`src/sanns_pkg.sv`:
```
// Shared types and constants for the sorted anchor nearest search block.
package sanns_pkg;

  // Width of a coordinate field.
  localparam int unsigned POS_W = 31;

  // Operation codes carried by the input channel.
  typedef enum logic [1:0] {
    OP_LOAD  = 2'd0,
    OP_QUERY = 2'd1,
    OP_CLEAR = 2'd2
  } op_t;

  // Search sequencer states.
  typedef enum logic [2:0] {
    S_IDLE,
    S_START,
    S_PROBE,
    S_LOW,
    S_UP,
    S_DECIDE,
    S_RESULT
  } srch_state_t;

endpackage

```
`src/sanns_search.sv`:
```
// Search sequencer: entry count, loads, clears and the binary search over the table.
module sanns_search
  import sanns_pkg::*;
#(
  parameter int unsigned TABLE_DEPTH = 4096,
  parameter int unsigned TAG_BITS    = 16,
  parameter int unsigned IDX_W       = 12,
  parameter int unsigned CNT_W       = 13,
  parameter int unsigned ENT_W       = 78
) (
  input  logic                clk,
  input  logic                rst_n,
  input  logic                in_valid,
  output logic                in_ready,
  input  logic [1:0]          in_op,
  input  logic [POS_W-1:0]    in_anchor_query_pos,
  input  logic [POS_W-1:0]    in_anchor_target_pos,
  input  logic [TAG_BITS-1:0] in_anchor_tag,
  input  logic [POS_W-1:0]    in_range_start,
  input  logic [POS_W-1:0]    in_range_end,
  output logic                wr_en,
  output logic [IDX_W-1:0]    wr_addr,
  output logic [ENT_W-1:0]    wr_data,
  output logic [IDX_W-1:0]    rd_addr,
  input  logic [ENT_W-1:0]    rd_data,
  output logic                res_valid,
  input  logic                res_ready,
  output logic                res_hit,
  output logic [ENT_W-1:0]    res_entry
);

  localparam logic [CNT_W-1:0] DEPTH_C = CNT_W'(TABLE_DEPTH);

  srch_state_t      state_r, state_nxt;
  logic [CNT_W-1:0] count_r, count_nxt;
  logic [CNT_W-1:0] lower_r, lower_nxt;
  logic [CNT_W-1:0] upper_r, upper_nxt;
  logic [CNT_W-1:0] probe_r, probe_nxt;
  logic [POS_W-1:0] mid_r, mid_nxt;
  logic [POS_W-1:0] start_r, start_nxt;
  logic [POS_W-1:0] end_r, end_nxt;
  logic [ENT_W-1:0] lo_ent_r, lo_ent_nxt;
  logic [ENT_W-1:0] up_ent_r, up_ent_nxt;
  logic             lo_in_r, lo_in_nxt;
  logic             up_in_r, up_in_nxt;
  logic [POS_W-1:0] dist_lo_r, dist_lo_nxt;
  logic [POS_W-1:0] dist_up_r, dist_up_nxt;
  logic             res_hit_r, res_hit_nxt;
  logic [ENT_W-1:0] res_ent_r, res_ent_nxt;

  logic [POS_W-1:0] key_rd;
  logic [POS_W:0]   range_sum;
  logic [CNT_W-1:0] step_lo, step_up, step_x;
  logic             step_cont;

  function automatic logic in_range(input logic [POS_W-1:0] k, input logic [POS_W-1:0] s,
                                    input logic [POS_W-1:0] e);
    in_range = (s < k) && (k < e);
  endfunction

  function automatic logic [POS_W-1:0] abs_diff(input logic [POS_W-1:0] a,
                                                input logic [POS_W-1:0] b);
    abs_diff = (a > b) ? (a - b) : (b - a);
  endfunction

  assign key_rd    = rd_data[ENT_W-1 -: POS_W];
  assign range_sum = {1'b0, in_range_start} + {1'b0, in_range_end};

  // Bounds for the next probe: straight from the registers when starting, or
  // narrowed by the key just read while probing.
  always_comb begin
    step_lo = lower_r;
    step_up = upper_r;
    if (state_r == S_PROBE) begin
      if (key_rd < mid_r) begin
        step_lo = probe_r;
      end else begin
        step_up = probe_r;
      end
    end
    step_cont = ({1'b0, step_lo} + (CNT_W + 1)'(1)) < {1'b0, step_up};
    step_x    = step_lo + ((step_up - step_lo) >> 1);
  end

  always_ff @(posedge clk) begin
    if (!rst_n) begin
      state_r <= S_IDLE;
      count_r <= '0;
    end else begin
      state_r <= state_nxt;
      count_r <= count_nxt;
    end
  end

  always_ff @(posedge clk) begin
    lower_r   <= lower_nxt;
    upper_r   <= upper_nxt;
    probe_r   <= probe_nxt;
    mid_r     <= mid_nxt;
    start_r   <= start_nxt;
    end_r     <= end_nxt;
    lo_ent_r  <= lo_ent_nxt;
    up_ent_r  <= up_ent_nxt;
    lo_in_r   <= lo_in_nxt;
    up_in_r   <= up_in_nxt;
    dist_lo_r <= dist_lo_nxt;
    dist_up_r <= dist_up_nxt;
    res_hit_r <= res_hit_nxt;
    res_ent_r <= res_ent_nxt;
  end

  always_comb begin
    state_nxt   = state_r;
    count_nxt   = count_r;
    lower_nxt   = lower_r;
    upper_nxt   = upper_r;
    probe_nxt   = probe_r;
    mid_nxt     = mid_r;
    start_nxt   = start_r;
    end_nxt     = end_r;
    lo_ent_nxt  = lo_ent_r;
    up_ent_nxt  = up_ent_r;
    lo_in_nxt   = lo_in_r;
    up_in_nxt   = up_in_r;
    dist_lo_nxt = dist_lo_r;
    dist_up_nxt = dist_up_r;
    res_hit_nxt = res_hit_r;
    res_ent_nxt = res_ent_r;

    in_ready  = (state_r == S_IDLE);
    res_valid = (state_r == S_RESULT);
    wr_en     = 1'b0;
    wr_addr   = count_r[IDX_W-1:0];
    wr_data   = {in_anchor_query_pos, in_anchor_target_pos, in_anchor_tag};
    rd_addr   = lower_r[IDX_W-1:0];

    case (state_r)
      S_IDLE: begin
        if (in_valid) begin
          case (op_t'(in_op))
            OP_LOAD: begin
              if (count_r < DEPTH_C) begin
                wr_en     = 1'b1;
                count_nxt = count_r + CNT_W'(1);
              end
            end
            OP_CLEAR: begin
              count_nxt = '0;
            end
            OP_QUERY: begin
              start_nxt = in_range_start;
              end_nxt   = in_range_end;
              mid_nxt   = range_sum[POS_W:1];
              lower_nxt = '0;
              upper_nxt = count_r;
              state_nxt = S_START;
            end
            default: begin
            end
          endcase
        end
      end
      S_START: begin
        if (count_r == '0) begin
          res_hit_nxt = 1'b0;
          state_nxt   = S_RESULT;
        end else if (step_cont) begin
          rd_addr   = step_x[IDX_W-1:0];
          probe_nxt = step_x;
          state_nxt = S_PROBE;
        end else begin
          state_nxt = S_LOW;
        end
      end
      S_PROBE: begin
        if (key_rd == mid_r) begin
          res_hit_nxt = 1'b1;
          res_ent_nxt = rd_data;
          state_nxt   = S_RESULT;
        end else begin
          lower_nxt = step_lo;
          upper_nxt = step_up;
          if (step_cont) begin
            rd_addr   = step_x[IDX_W-1:0];
            probe_nxt = step_x;
          end else begin
            rd_addr   = step_lo[IDX_W-1:0];
            state_nxt = S_LOW;
          end
        end
      end
      S_LOW: begin
        lo_ent_nxt  = rd_data;
        lo_in_nxt   = in_range(key_rd, start_r, end_r);
        dist_lo_nxt = abs_diff(mid_r, key_rd);
        if (key_rd == mid_r) begin
          res_hit_nxt = 1'b1;
          res_ent_nxt = rd_data;
          state_nxt   = S_RESULT;
        end else if (upper_r < count_r) begin
          rd_addr   = upper_r[IDX_W-1:0];
          state_nxt = S_UP;
        end else begin
          res_hit_nxt = in_range(key_rd, start_r, end_r);
          res_ent_nxt = rd_data;
          state_nxt   = S_RESULT;
        end
      end
      S_UP: begin
        up_ent_nxt  = rd_data;
        up_in_nxt   = in_range(key_rd, start_r, end_r);
        dist_up_nxt = abs_diff(mid_r, key_rd);
        state_nxt   = S_DECIDE;
      end
      S_DECIDE: begin
        res_hit_nxt = lo_in_r || up_in_r;
        res_ent_nxt = (dist_lo_r < dist_up_r) ? lo_ent_r : up_ent_r;
        state_nxt   = S_RESULT;
      end
      S_RESULT: begin
        if (res_ready) begin
          state_nxt = S_IDLE;
        end
      end
      default: begin
        state_nxt = S_IDLE;
      end
    endcase
  end

  assign res_hit   = res_hit_r;
  assign res_entry = res_ent_r;

endmodule

```
`config.mk`:
```
export PLATFORM = sky130hd
export DESIGN_NAME = sanns_search
export DESIGN_NICKNAME = d
export VERILOG_FILES = /design/src/sanns_pkg.sv /design/src/sanns_search.sv
export SDC_FILE = /design/constraint.sdc
export NUM_CORES = 1
export LEC_CHECK = 0
export BUFFER_PORTS_ARGS = -buffer_cell sky130_fd_sc_hd__buf_2
export CORE_ASPECT_RATIO = 0.75
export CORE_MARGIN = 5
export CORE_UTILIZATION = 40
export CTS_BUF_LIST = sky130_fd_sc_hd__clkbuf_4
export DETAILED_ROUTE_END_ITERATION = 8
export PLACE_DENSITY = 0.58
export SLEW_MARGIN = 10
export SYNTH_ARGS = -nofsm -noshare
export SYNTH_HDL_FRONTEND = slang
export SYNTH_SLANG_ARGS = --single-unit
```
`constraint.sdc`:
```
create_clock -name clk -period 8.6 [get_ports clk]
set_input_delay 0.43 -clock clk [delete_from_list [all_inputs] [get_ports clk]]
set_output_delay 0.43 -clock clk [all_outputs]
set_load 0.02 [all_outputs]
```
# [Yosys cells after proc, flatten, opt, wreduce, memory -nomap -nowiden]
# Index checks and enable logic that the tools add are counted.
[op_classes] n_mul=0 magnitude_cmp=8 div_mod_pow=0 eq_ne=19 n_reduce_logical=17 muxes=50 addsub=7 shift=0 bitwise=0
[ops] cell="$mux W78" n=4
[ops] cell="$pmux W78 S3" n=1
[ops] cell="$mux W13" n=14
[ops] cell="$lt A31 B31 Y1" n=4
[ops] cell="$pmux W13 S2" n=4
[ops] cell="$mux W12" n=6
[ops] cell="$sub A31 B31 Y31" n=2
[ops] cell="$pmux W12 S3" n=1
[ops] cell="$add A31 B31 Y32" n=1
[ops] cell="$eq A31 B31 Y1" n=1
[ops] cell="$gt A31 B31 Y1" n=1
[ops] cell="$mux W31" n=1
[ops] cell="$pmux W3 S7" n=1
[ops] cell="$mux W3" n=6
[ops] cell="$reduce_and A4 Y1" n=4
[ops] cell="$add A13 B1 Y14 const B" n=1
[ops] cell="$lt A14 B13 Y1" n=1
[ops] cell="$add A13 B1 Y13 const B" n=1
[ops] cell="$add A13 B12 Y13" n=1
[ops] cell="$logic_not A13 Y1" n=1
[ops] cell="$lt A13 B13 Y1" n=1
[ops] cell="$lt A13 B13 Y1 const B" n=1
[ops] cell="$sub A13 B13 Y13" n=1
[ops] cell="$ne A2 B2 Y1 const B" n=5
[ops] cell="other kinds (19)" n=37
[word_totals] ff_bits=447 input_bits=224 latchBits=0 ramBits=0 output_inout_bits=184 memories=0 elab_cells=117 rom_bits=0

# [Logic depth before layout (Yosys ltp)]
# Gate-level depths: netlist of the first run.
[logic_depth] depth_word=8 mapped_depth=31 depth_no_buf=27

# [Least setup slack after synthesis of the first run]
# No wires, ideal clock.
[synth_path] path_type="reg-to-reg" startpoint="register state_r[2]" endpoint="register dist_up_r[0] (enable)" stages_incl_launch_ff=4 setup_ns=0.713 t_required_ns=7.887 n_path_buf=1 path_slack_ns=-0.291 t_arrival_ns=8.177 synth_period_minus_slack_ns=8.891 path_cell_list="dfxtp_1 -> clkbuf_1 -> inv_1 -> nor3_1"
[synth_between] elab_chain_cells=1
[synth_rtl] element="start, declared" line_no="sanns_search.sv:34" rtl="srch_state_t state_r, state_nxt;"
[synth_rtl] element="start signal, assigned" line_no="sanns_search.sv:90" rtl="state_r <= state_nxt;"
[synth_rtl] element="$eq A3 B3 Y1" line_no="sanns_search.sv:137" rtl="case (state_r)"
[synth_rtl] element="end signal, assigned" line_no="sanns_search.sv:107" rtl="dist_up_r <= dist_up_nxt;"
[synth_rtl] element="end, declared" line_no="sanns_search.sv:47" rtl="logic [POS_W-1:0] dist_up_r, dist_up_nxt;"
# Every way passes these cells.
# A chain may end at the register's enable or synchronous reset.

# [Worst setup path after layout of the first run]
[layout_path] startpoint="input port rd_data[75]" endpoint="output port rd_addr[11]"
[layout_between] elab_chain_cells=8 elab_cells_between_ends=16 classes_between="add/sub (3); order compare (2); eq/ne (1); mux (10)"
[layout_rtl] element="start, declared" line_no="sanns_search.sv:25" rtl="input logic [ENT_W-1:0] rd_data,"
[layout_rtl] element="$lt A31 B31 Y1 (*)" line_no="sanns_search.sv:75" rtl="if (key_rd < mid_r) begin"
[layout_rtl] element="$mux W13" line_no="sanns_search.sv:75"
[layout_rtl] element="$mux W13" line_no="sanns_search.sv:74" rtl="if (state_r == S_PROBE) begin"
[layout_rtl] element="$sub A13 B13 Y13" line_no="sanns_search.sv:82" rtl="step_x = step_lo + ((step_up - step_lo) >> 1);"
[layout_rtl] element="$add A13 B12 Y13 (*)" line_no="sanns_search.sv:82"
[layout_rtl] element="via step_x[11]" line_no="sanns_search.sv:53" rtl="logic [CNT_W-1:0] step_lo, step_up, step_x;"
[layout_rtl] element="$mux W12 (on tied branches)" line_no="sanns_search.sv:183, sanns_search.sv:167"
[layout_rtl] element="$mux W12 (on tied branches)" line_no="sanns_search.sv:176, sanns_search.sv:164"
[layout_rtl] element="$pmux W12 S3 (*)" line_no="sanns_search.sv:137"
[layout_rtl] element="end, declared" line_no="sanns_search.sv:24" rtl="output logic [IDX_W-1:0] rd_addr,"
# The timed path passes the listed nets; every way through them passes the cells marked *.

==> results by group, run 1 <==
Pwr
  • Leakage power total: roughly 13 nW
  • Pwr/cell area: between 200 and 300 nW/um^2
  • Net Switching: between 3 and 4 mW
  • Worst VDD drop: approximately 0.00015 V
  • Sequential share of power: 0.363
  • Switching part of the total: 0.411
  • Clock power frac: 0.219
  • Gate power share: 0.419
  • Internal power: just over 5 mW

Final layout
  • Filler cell count in the final layout: around 6300
  • Final Instance Count excl. Fillers: ~4000
  • Sequential cell area in the final layout: 13300 sq um
  • Commonest non-fill, non-tap cell in the layout: edfxtp_1
  • Top library cells by usage in the layout, fill and taps aside: edfxtp_1 (431), nor2_1 (273), buf_2 (251)
  • Area of combinational cells with multiple inputs: ~12000 sq um
  • Layout area overhead: 16.6%
  • Final #Nets: ~3500
  • Fraction of final layout cells sized beyond drive strength 1: 0.164

STA
  • Worst-margin pin slew: between 1000 and 1500 ps
  • Post-route fraction of the period consumed by the critical path: 0.942
  • Total count of max-transition violations in the final report: 0
  • Time the final worst path needs with I/O delays and setup: slightly above 8000 ps
  • Worst slew margin relative to its limit: 0.259
  • Final hold violation count: 0
  • Worst clock skew: around 75 ps
  • Setup-failing EPs final: 0
  • Highest attainable clock frequency: between 100 and 150 MHz
  • Worst hold slack: around 260 ps

Placed design
  • Number of cells after detailed placement: roughly 3600
  • Post-detail-place hpwl: 61200 um
  • Final weighted congestion in routability-driven placement: 0.923
  • Quantity of I/O buffers inserted on ports: roughly 250

Routing
  • Antenna viol nets, final: 0
  • Wire length reported by the detailed router: roughly 86000 um
  • Wire length per cell: around 22 um
  • Vias post-DR: approximately 23000
  • DR pass1 iterations: 6
  • Via-to-Cell Ratio: between 5 and 6
  • Count of unresolved DRC violations after routing: 0
  • DRC violation total after the first TritonRoute iteration: ~2000

Global route
  • Number of global-route vias before repair: between 20000 and 25000
  • Antenna violations before repair: 7
  • GRT Total Usage: 0.225
  • Sum of overflow across all layers after global routing: 0
  • First-pass GRT wire length: 130000 um
  • Pin count of the biggest net entering global routing: just under 80

CTS
  • Clock tree root buffer cell: clkbuf_4
  • Number of buffers on the longest clock path: 3
  • TritonCTS sink count: ~450
  • Clock latency on the worst-skew pair: between 900 and 1000 ps
  • Clock transition time at the flip-flop clock pins of the worst setup and hold paths: around 70 ps
  • Number of H-tree levels: 3
  • TritonCTS clock tree: built
  • Number of buffers added by the clock tree synthesis step: about 110

Critical path
  • Worst path max stage delay: around 540 ps
  • CP required: about 8000 ps
  • Startpoint kind of the worst setup timing path: primary input
  • Data arrival time of the worst path: around 7700 ps
  • Slowest cell on the critical path: dlygate4sd3_1
  • Capturing element type of the critical path: output port
  • Worst Path Max Fanout: 17
  • Setup Crit Path Kind: primary input to output port

Logic synthesis
  • Count of unique library cells instantiated by Yosys: 73
  • Count of flip-flops with a built-in enable after synthesis: roughly 430
  • Avg Cell Area, Syn: slightly above 10 sq um
  • Asr flop ratio synth: 0
  • Number of nets in the synthesized netlist: 3145
  • Dominant register cell in the synthesized netlist: edfxtp_1
  • Sequential fraction of the synthesis area: 0.483
  • Flops & latches, synth: 447
  • Area of the mapped netlist: 27400 sq um
  • Number of warnings reported in the yosys synthesis log: 0
  • Number of standard cells after synthesis: between 2000 and 3000

Hold path
  • Worst min-delay path category: primary input to flop

Floorplanning
  • Die Area: between 70000 and 80000 sq um
  • Floorplan die height: between 200 and 250 um
  • Number of ports placed on the die boundary: 408
  • Number of rows created at floorplan: 83
  • Horizontal extent of the die: between 300 and 400 um
  • Starting density of the core: 0.402
  • Core box area: about 70000 sq um

Job
  • Max_cap viols: 0

Run status
  • Outcome: finished clean
[timing repair]
action,4_1_cts,5_1_grt
buffers inserted,0,1
hold endpoints to repair,326,0
hold buffers,147,0
setup endpoints to repair,0,2
resized for setup,0,9
[routing by layer]
layer	share of wire	up-vias	global-route usage
met5	0.0014	-	0.0104
met4	0.024	6	0.0684
met3	0.10	158	0.0679
met2	0.41	1039	0.321
met1	0.46	10800	0.330
li1	-	10500	-
[sequential cells by signal, indices dropped and copies added (netlist names)]
name       count
mid_r         31
lo_in_r        1
dist_lo_r     31
lo_ent_r      78
res_entry     78
state_r        3
up_in_r        1
start_r       31
count_r       13
upper_r       13
probe_r       13
res_hit        1
lower_r       13
dist_up_r     31
up_ent_r      78
end_r         31
[synth_stat cells, types with 16 or more instances]
| cell | count | area (sq um) |
|---|---|---|
| edfxtp_1 | 431 | 12900 |
| a31oi_1 | 23 | 144 |
| nand2_1 | 126 | 473 |
| nor2b_1 | 23 | 144 |
| inv_1 | 206 | 773 |
| ha_1 | 231 | 2890 |
| nor3_1 | 93 | 465 |
| nand3_1 | 38 | 190 |
| nand2b_1 | 31 | 194 |
| a21o_1 | 74 | 556 |
| a21oi_1 | 236 | 1180 |
| o21a_1 | 21 | 158 |
| mux2i_1 | 27 | 270 |
| dfxtp_1 | 16 | 320 |
| o22ai_1 | 83 | 519 |
| buf_4 | 90 | 676 |
| xnor2_1 | 72 | 631 |
| xor2_1 | 29 | 254 |
| clkbuf_1 | 100 | 375 |
| o21ai_0 | 126 | 631 |
| a211oi_1 | 90 | 676 |
| nor2_1 | 275 | 1030 |
| o21bai_1 | 16 | 120 |
| nand4_1 | 36 | 225 |
[per-stage QoR]
stage                     TNS [ps]  instance area [sq um]  utilization  setup slack, ps  total power, mW
after detailed placement         0                  28900        0.424              940             6.77
final                            0                  32000        0.469              499             8.79
after global routing         -9.68                  32000        0.469            -9.68             9.32
after global placement           0                  28900        0.424             1070             6.72
after CTS                        0                  31900        0.468              233             8.79
after floorplan                  0                  27400            -             2090             5.63
[critical path, delay by kind of cell]
kind / cells / cell delay (ps)
buffers and inverters: 5 / 1340
AND/OR/NAND/NOR: 6 / 1280
adder cells (fa/ha/maj): 3 / 1300
AO/OA/AOI/OAI: 15 / 2960
XOR/XNOR: 2 / 330
[power groups by stage]
stage	Sequential (mW)	Clock (mW)	Combinational [mW]
2_1_floorplan	3.18	0	2.45
3_3_place_gp	3.21	0	3.50
3_5_place_dp	3.22	0	3.55
4_1_cts	3.17	2.00	3.62
5_1_grt	3.21	2.10	4.00
6_report	3.19	1.92	3.68
[kinds of logic (layout without fill, tap and decap cells)]
family | Yosys count | after routing | share of synthesized area
compound gates | 768 | 768 | 0.176
xor+xnor | 101 | 101 | 0.0322
fa+ha+maj | 237 | 237 | 0.109
buf+inv | 421 | 847 | 0.0714
flops | 447 | 447 | 0.483
mux | 41 | 41 | 0.0156
other cells | 0 | 2 | 0
simple gates | 670 | 670 | 0.112
[path summary, 6_finish.rpt]
kind | slack [ps] | to | cells after the start | from
setup / recovery | 500 | rd_addr[11] | 31 | rd_data[75]
hold / removal | 260 | up_ent_r[43] | 2 | rd_data[43]
setup reg to reg | 2000 | probe_r[12] | 26 | mid_r[4]
hold reg to reg | 540 | res_hit | 2 | lo_in_r
[layout make-up]
cell class / count / share of cell area
diodes: 2 / 0.000157
clock buffers: 154 / 0.0362
clock inverters: 55 / 0.0118
inverters: 207 / 0.0244
multi-input cells: 1817 / 0.385
flip-flops and latches: 447 / 0.415
well taps: 892 / 0.0349
repair buffers: 431 / 0.0930
No activity file was read; power rests on OpenSTA's default activity.
==> inputs of run 2 (changes only) <==
--- a/config.mk
+++ b/config.mk
@@ -8,10 +8,10 @@
 export BUFFER_PORTS_ARGS = -buffer_cell sky130_fd_sc_hd__buf_2
 export CORE_ASPECT_RATIO = 0.75
 export CORE_MARGIN = 5
-export CORE_UTILIZATION = 40
+export CORE_UTILIZATION = 54
 export CTS_BUF_LIST = sky130_fd_sc_hd__clkbuf_4
 export DETAILED_ROUTE_END_ITERATION = 8
-export PLACE_DENSITY = 0.58
+export PLACE_DENSITY = 0.75
 export SLEW_MARGIN = 10
 export SYNTH_ARGS = -nofsm -noshare
 export SYNTH_HDL_FRONTEND = slang
==> results by group, run 2 (same netlist as run 1, synthesis figures left out) <==
Global route
  • Pin count of the biggest net entering global routing: 83
  • Number of global-route vias before repair: between 20000 and 25000
  • First-pass GRT wire length: roughly 130000 um
  • GRT Total Usage: 0.290
  • Antenna violations before repair: 5
  • Sum of overflow across all layers after global routing: 0

Hold path
  • Hold Crit Endpoint: count_r[4]
  • Worst min-delay path category: primary input to flop
  • Count of cells along the worst hold path: 5
  • Startpoint of the lowest-slack hold path: in_op[0]

Placed design
  • Post-detail-place hpwl: a little under 60000 um
  • Final weighted congestion in routability-driven placement: 1.01
  • Quantity of I/O buffers inserted on ports: approximately 250
  • Pre-CTS WS: ~930 ps

CTS
  • Number of buffers on the longest clock path: 3
  • TritonCTS clock tree: built
  • Clock tree root buffer cell: clkbuf_4
  • Number of H-tree levels: 3
  • Clock latency on the worst-skew pair: ~900 ps
  • TritonCTS sink count: 447
  • Number of buffers added by the clock tree synthesis step: between 100 and 150
  • Clock transition time at the flip-flop clock pins of the worst setup and hold paths: approximately 70 ps

Critical path
  • Data arrival time of the worst path: 7670 ps
  • Worst r2r dst: probe_r[12]
  • CP required: approximately 8200 ps
  • Setup Crit Path Kind: flop to output port
  • Worst Path Max Fanout: 17
  • Slowest cell on the critical path: ha_1
  • Number of cells traversed by the worst register-to-register path: 27
  • Worst path max stage delay: approximately 560 ps
  • Startpoint kind of the worst setup timing path: flop
  • Minimum setup slack among reg-to-reg paths: around 1800 ps
  • Startpoint of the worst setup timing path: mid_r[28]
  • Capturing element type of the critical path: output port
  • Worst flop-to-flop path startpoint: mid_r[28]

STA
  • Total count of max-transition violations in the final report: 0
  • Final hold violation count: 0
  • Time the final worst path needs with I/O delays and setup: 8100 ps
  • Worst-margin pin slew: about 1100 ps
  • Total negative slack for setup checks: 0 ps
  • Setup-failing EPs final: 0
  • Highest attainable clock frequency: around 120 MHz
  • Worst setup slack after layout: ~500 ps
  • Worst clock skew: approximately 74 ps
  • Worst slew margin relative to its limit: 0.260
  • Post-route fraction of the period consumed by the critical path: 0.942

Pwr
  • Gate power share: 0.422
  • Sequential share of power: 0.372
  • Leakage power total: around 13 nW
  • Pwr/cell area: ~270 nW/um^2
  • Net Switching: approximately 3.5 mW
  • Clock power frac: 0.207
  • Internal power: roughly 5 mW
  • Worst VDD drop: about 0.00018 V
  • Switching part of the total: 0.411

Run status
  • Outcome: finished clean

Floorplanning
  • Horizontal extent of the die: about 270 um
  • Floorplan die height: 205 um
  • Number of rows created at floorplan: between 70 and 80
  • Core box area: 50200 sq um
  • Number of ports placed on the die boundary: 408
  • Starting density of the core: 0.547
  • Die Area: around 55000 sq um

Final layout
  • Fraction of final layout cells sized beyond drive strength 1: 0.160
  • Area of combinational cells with multiple inputs: around 12000 sq um
  • Sequential cell area in the final layout: 13300 sq um
  • Top library cells by usage in the layout, fill and taps aside: edfxtp_1 (431), nor2_1 (273), buf_2 (251)
  • Layout area overhead: 14.8%
  • Final #Nets: ~3500
  • Commonest non-fill, non-tap cell in the layout: edfxtp_1
  • Filler cell count in the final layout: 3931

Job
  • Max_cap viols: 0

Routing
  • Wire length reported by the detailed router: 83100 um
  • Count of unresolved DRC violations after routing: 0
  • Via-to-Cell Ratio: ~6.1
  • Antenna viol nets, final: 0
  • Wire length per cell: approximately 22 um
  • Vias post-DR: roughly 23000
  • DR pass1 iterations: 6
  • DRC violation total after the first TritonRoute iteration: roughly 2700
## run 2: cell types whose count changed in the layout (fill, tap and decap cells not counted), moves of 2 or more
cell / previous run / this run
inv_6: 2 / 0
buf_4: 33 / 25
clkbuf_4: 154 / 157
bufinv_16: 5 / 1
clkinv_1: 35 / 31
clkinv_2: 9 / 3
## run 2: layout make-up
cell class                 instances  area share
antenna                            3    0.000238
clock buffer                     157      0.0374
clock inverter                    41     0.00691
inverter                         207      0.0248
multi-input combinational       1817       0.391
sequential                       447       0.421
tap                              657      0.0261
timing repair buffer             423      0.0926
## run 2: stage by stage
step / instance area, sq um / power, mW / hold slack (ps) / cells / util
after floorplan: 27400 / 5.63 / 497 / 2685 / -
after global placement: 28600 / 6.59 / 562 / 3405 / 0.570
after detailed placement: 28600 / 6.69 / 564 / 3405 / 0.570
after CTS: 31400 / 8.52 / 7.44 / 3749 / 0.626
after global routing: 31500 / 9.06 / 73.0 / 3752 / 0.627
final: 31500 / 8.60 / 123 / 3752 / 0.627
## run 2: power by group through the flow
stage	clock [mW]	sequential [mW]	combinational (mW)
2_1_floorplan	0	3.18	2.45
3_3_place_gp	0	3.20	3.39
3_5_place_dp	0	3.22	3.47
4_1_cts	1.81	3.17	3.54
5_1_grt	1.93	3.21	3.92
6_report	1.78	3.19	3.63
## run 2: worst max-delay path, delay by kind of cell (launching register included)
kind | cells | cell delay [ps]
compound gates | 15 | 2960
simple gates | 6 | 1400
fa+ha+maj | 3 | 1320
flops | 1 | 420
buf+inv | 2 | 390
xor+xnor | 2 | 270
## run 2: repair_timing
action,4_1_cts,5_1_grt
hold endpoints to repair,281,0
buffers inserted,0,0
hold buffers,146,0
resized for setup,0,9
setup endpoints to repair,0,2
## run 2: worst max path at each step
stage                  endpoint  slack, ps  cells past startpoint
floorplan           rd_addr[11]       2090                     29
global placement    rd_addr[11]       1150                     28
detailed placement  rd_addr[11]        930                     28
CTS                 rd_addr[11]        240                     26
global route        rd_addr[11]        -20                     27
finish              rd_addr[11]        500                     28
## run 2: per-layer routing
layer | global-route usage | vias to the layer above | wire (um)
li1 | - | 10500 | -
met1 | 0.427 | 10800 | 36200
met2 | 0.417 | 1362 | 34500
met3 | 0.0919 | 132 | 10800
met4 | 0.0759 | 2 | 1600
met5 | 0 | - | 20
==> inputs of run 3 (changes only) <==
--- a/config.mk
+++ b/config.mk
@@ -9,7 +9,7 @@
 export CORE_ASPECT_RATIO = 0.75
 export CORE_MARGIN = 5
 export CORE_UTILIZATION = 54
-export CTS_BUF_LIST = sky130_fd_sc_hd__clkbuf_4
+export CTS_BUF_LIST = sky130_fd_sc_hd__clkbuf_8
 export DETAILED_ROUTE_END_ITERATION = 8
 export PLACE_DENSITY = 0.75
 export SLEW_MARGIN = 10
==> results by group, run 3 (same netlist as run 1, synthesis figures left out) <==
Run status
  • Outcome: finished clean

STA
  • RSZ-0062 raised after global routing: no
  • Highest attainable clock frequency: 126 MHz
  • Setup-failing EPs final: 0
  • Worst-margin pin slew: roughly 1100 ps
  • Worst slew margin relative to its limit: 0.261
  • Post-route fraction of the period consumed by the critical path: 0.926
  • Worst setup slack after layout: around 640 ps
  • Total count of max-transition violations in the final report: 0
  • Final hold violation count: 0
  • Total negative slack for setup checks: 0 ps
  • Worst clock skew: ~28 ps
  • Time the final worst path needs with I/O delays and setup: about 8000 ps

Final layout
  • Top library cells by usage in the layout, fill and taps aside: edfxtp_1 (431), nor2_1 (273), buf_2 (251)
  • Commonest non-fill, non-tap cell in the layout: edfxtp_1
  • Fraction of final layout cells sized beyond drive strength 1: 0.139
  • Final #Nets: 3394
  • Layout area overhead: 13.5%
  • Final Instance Count excl. Fillers: ~3600

Floorplanning
  • Starting density of the core: 0.547
  • Number of rows created at floorplan: 71
  • Number of ports placed on the die boundary: 408
  • Core box area: 50200 sq um
  • Floorplan die height: around 200 um
  • Horizontal extent of the die: ~270 um
  • Die Area: 55500 sq um

Critical path
  • Data arrival time of the worst path: ~7500 ps
  • Worst path max stage delay: between 500 and 600 ps
  • Worst Path Max Fanout: 26
  • Capturing element type of the critical path: output port
  • Startpoint kind of the worst setup timing path: flop
  • Slowest cell on the critical path: ha_1
  • Setup Crit Path Kind: flop to output port
  • Minimum setup slack among reg-to-reg paths: between 1500 and 2000 ps
  • CP required: between 8000 and 9000 ps

Global route
  • Antenna violations before repair: 5
  • First-pass GRT wire length: 124000 um
  • Number of global-route vias before repair: 21700
  • GRT Total Usage: 0.285
  • Pin count of the biggest net entering global routing: between 80 and 90
  • Sum of overflow across all layers after global routing: 0

Routing
  • Wire length reported by the detailed router: slightly above 80000 um
  • Antenna viol nets, final: 0
  • Wire length per cell: roughly 22 um
  • DRC violation total after the first TritonRoute iteration: about 2600
  • Count of unresolved DRC violations after routing: 0
  • DR pass1 iterations: 6
  • Via-to-Cell Ratio: roughly 6.2
  • Vias post-DR: around 23000

Placed design
  • Number of cells after detailed placement: about 3400
  • Quantity of I/O buffers inserted on ports: about 250
  • Pre-CTS WS: approximately 930 ps
  • Final weighted congestion in routability-driven placement: ~1.0
  • Post-detail-place hpwl: just under 60000 um

CTS
  • Number of H-tree levels: 3
  • Clock transition time at the flip-flop clock pins of the worst setup and hold paths: roughly 70 ps
  • TritonCTS clock tree: built
  • Clock tree root buffer cell: clkbuf_8
  • TritonCTS sink count: ~450
  • Clock latency on the worst-skew pair: between 600 and 700 ps
  • Number of buffers on the longest clock path: 3
  • Number of buffers added by the clock tree synthesis step: 74

Hold path
  • Worst min-delay path category: primary input to flop

Pwr
  • Pwr/cell area: approximately 280 nW/um^2
  • Leakage power total: around 13 nW
  • Worst VDD drop: around 0.00018 V

Job
  • Max_cap viols: 0
[run 3: power by group]
part / switching [mW] / internal [mW]
Combinational: 2.37 / 1.24
Clock: 0.898 / 0.966
Sequential: 0.263 / 2.93
Total: 3.53 / 5.14
[run 3: cell type report]
cell class              instances  area, sq um
diodes                          2         5.00
clock buffers                  74         1020
clock inverters                58          407
fillers                      3936        19100
inverters                     207          779
multi-input cells            1817        12300
flip-flops and latches        447        13300
well taps                     657          822
repair buffers                387         2550
[run 3: final timing paths]
kind	startpoint	to	cells past startpoint
worst min-delay path	rd_data[53]	lo_ent_r[53]	1
worst max register to register	mid_r[14]	probe_r[12]	27
worst max-delay path	mid_r[14]	rd_addr[11]	28
worst min register to register	lo_in_r	res_hit	2
[run 3: stage by stage]
step	area (sq um)	hold WS, ps	utilization	total power, mW
after floorplan	27400	497	-	5.63
after global placement	28600	562	0.570	6.59
after detailed placement	28600	564	0.570	6.69
after CTS	31100	5.57	0.620	8.60
after global routing	31100	4.62	0.620	9.12
final	31100	57.8	0.620	8.67
[run 3: critical path, delay by kind of cell (launching register included)]
| family | cells | cell delay, ps |
|---|---|---|
| flip-flops | 1 | 420 |
| adder cells (fa/ha/maj) | 3 | 1200 |
| buffers and inverters | 3 | 660 |
| AND/OR/NAND/NOR | 4 | 540 |
| AO/OA/AOI/OAI | 15 | 3410 |
| XOR/XNOR | 2 | 260 |
| multiplexers | 1 | 380 |
[run 3: what timing repair did]
action	4_1_cts	5_1_grt
endpoints found under the hold margin	157	0
setup buffers	0	0
endpoints found under the setup margin	0	1
hold buffers	110	0
resized for setup	0	3
[run 3: routing by layer]
layer	routed length [um]	global-route usage
met1	35900	0.425
met2	33500	0.407
met3	10700	0.0934
met4	1550	0.0653
met5	21	0
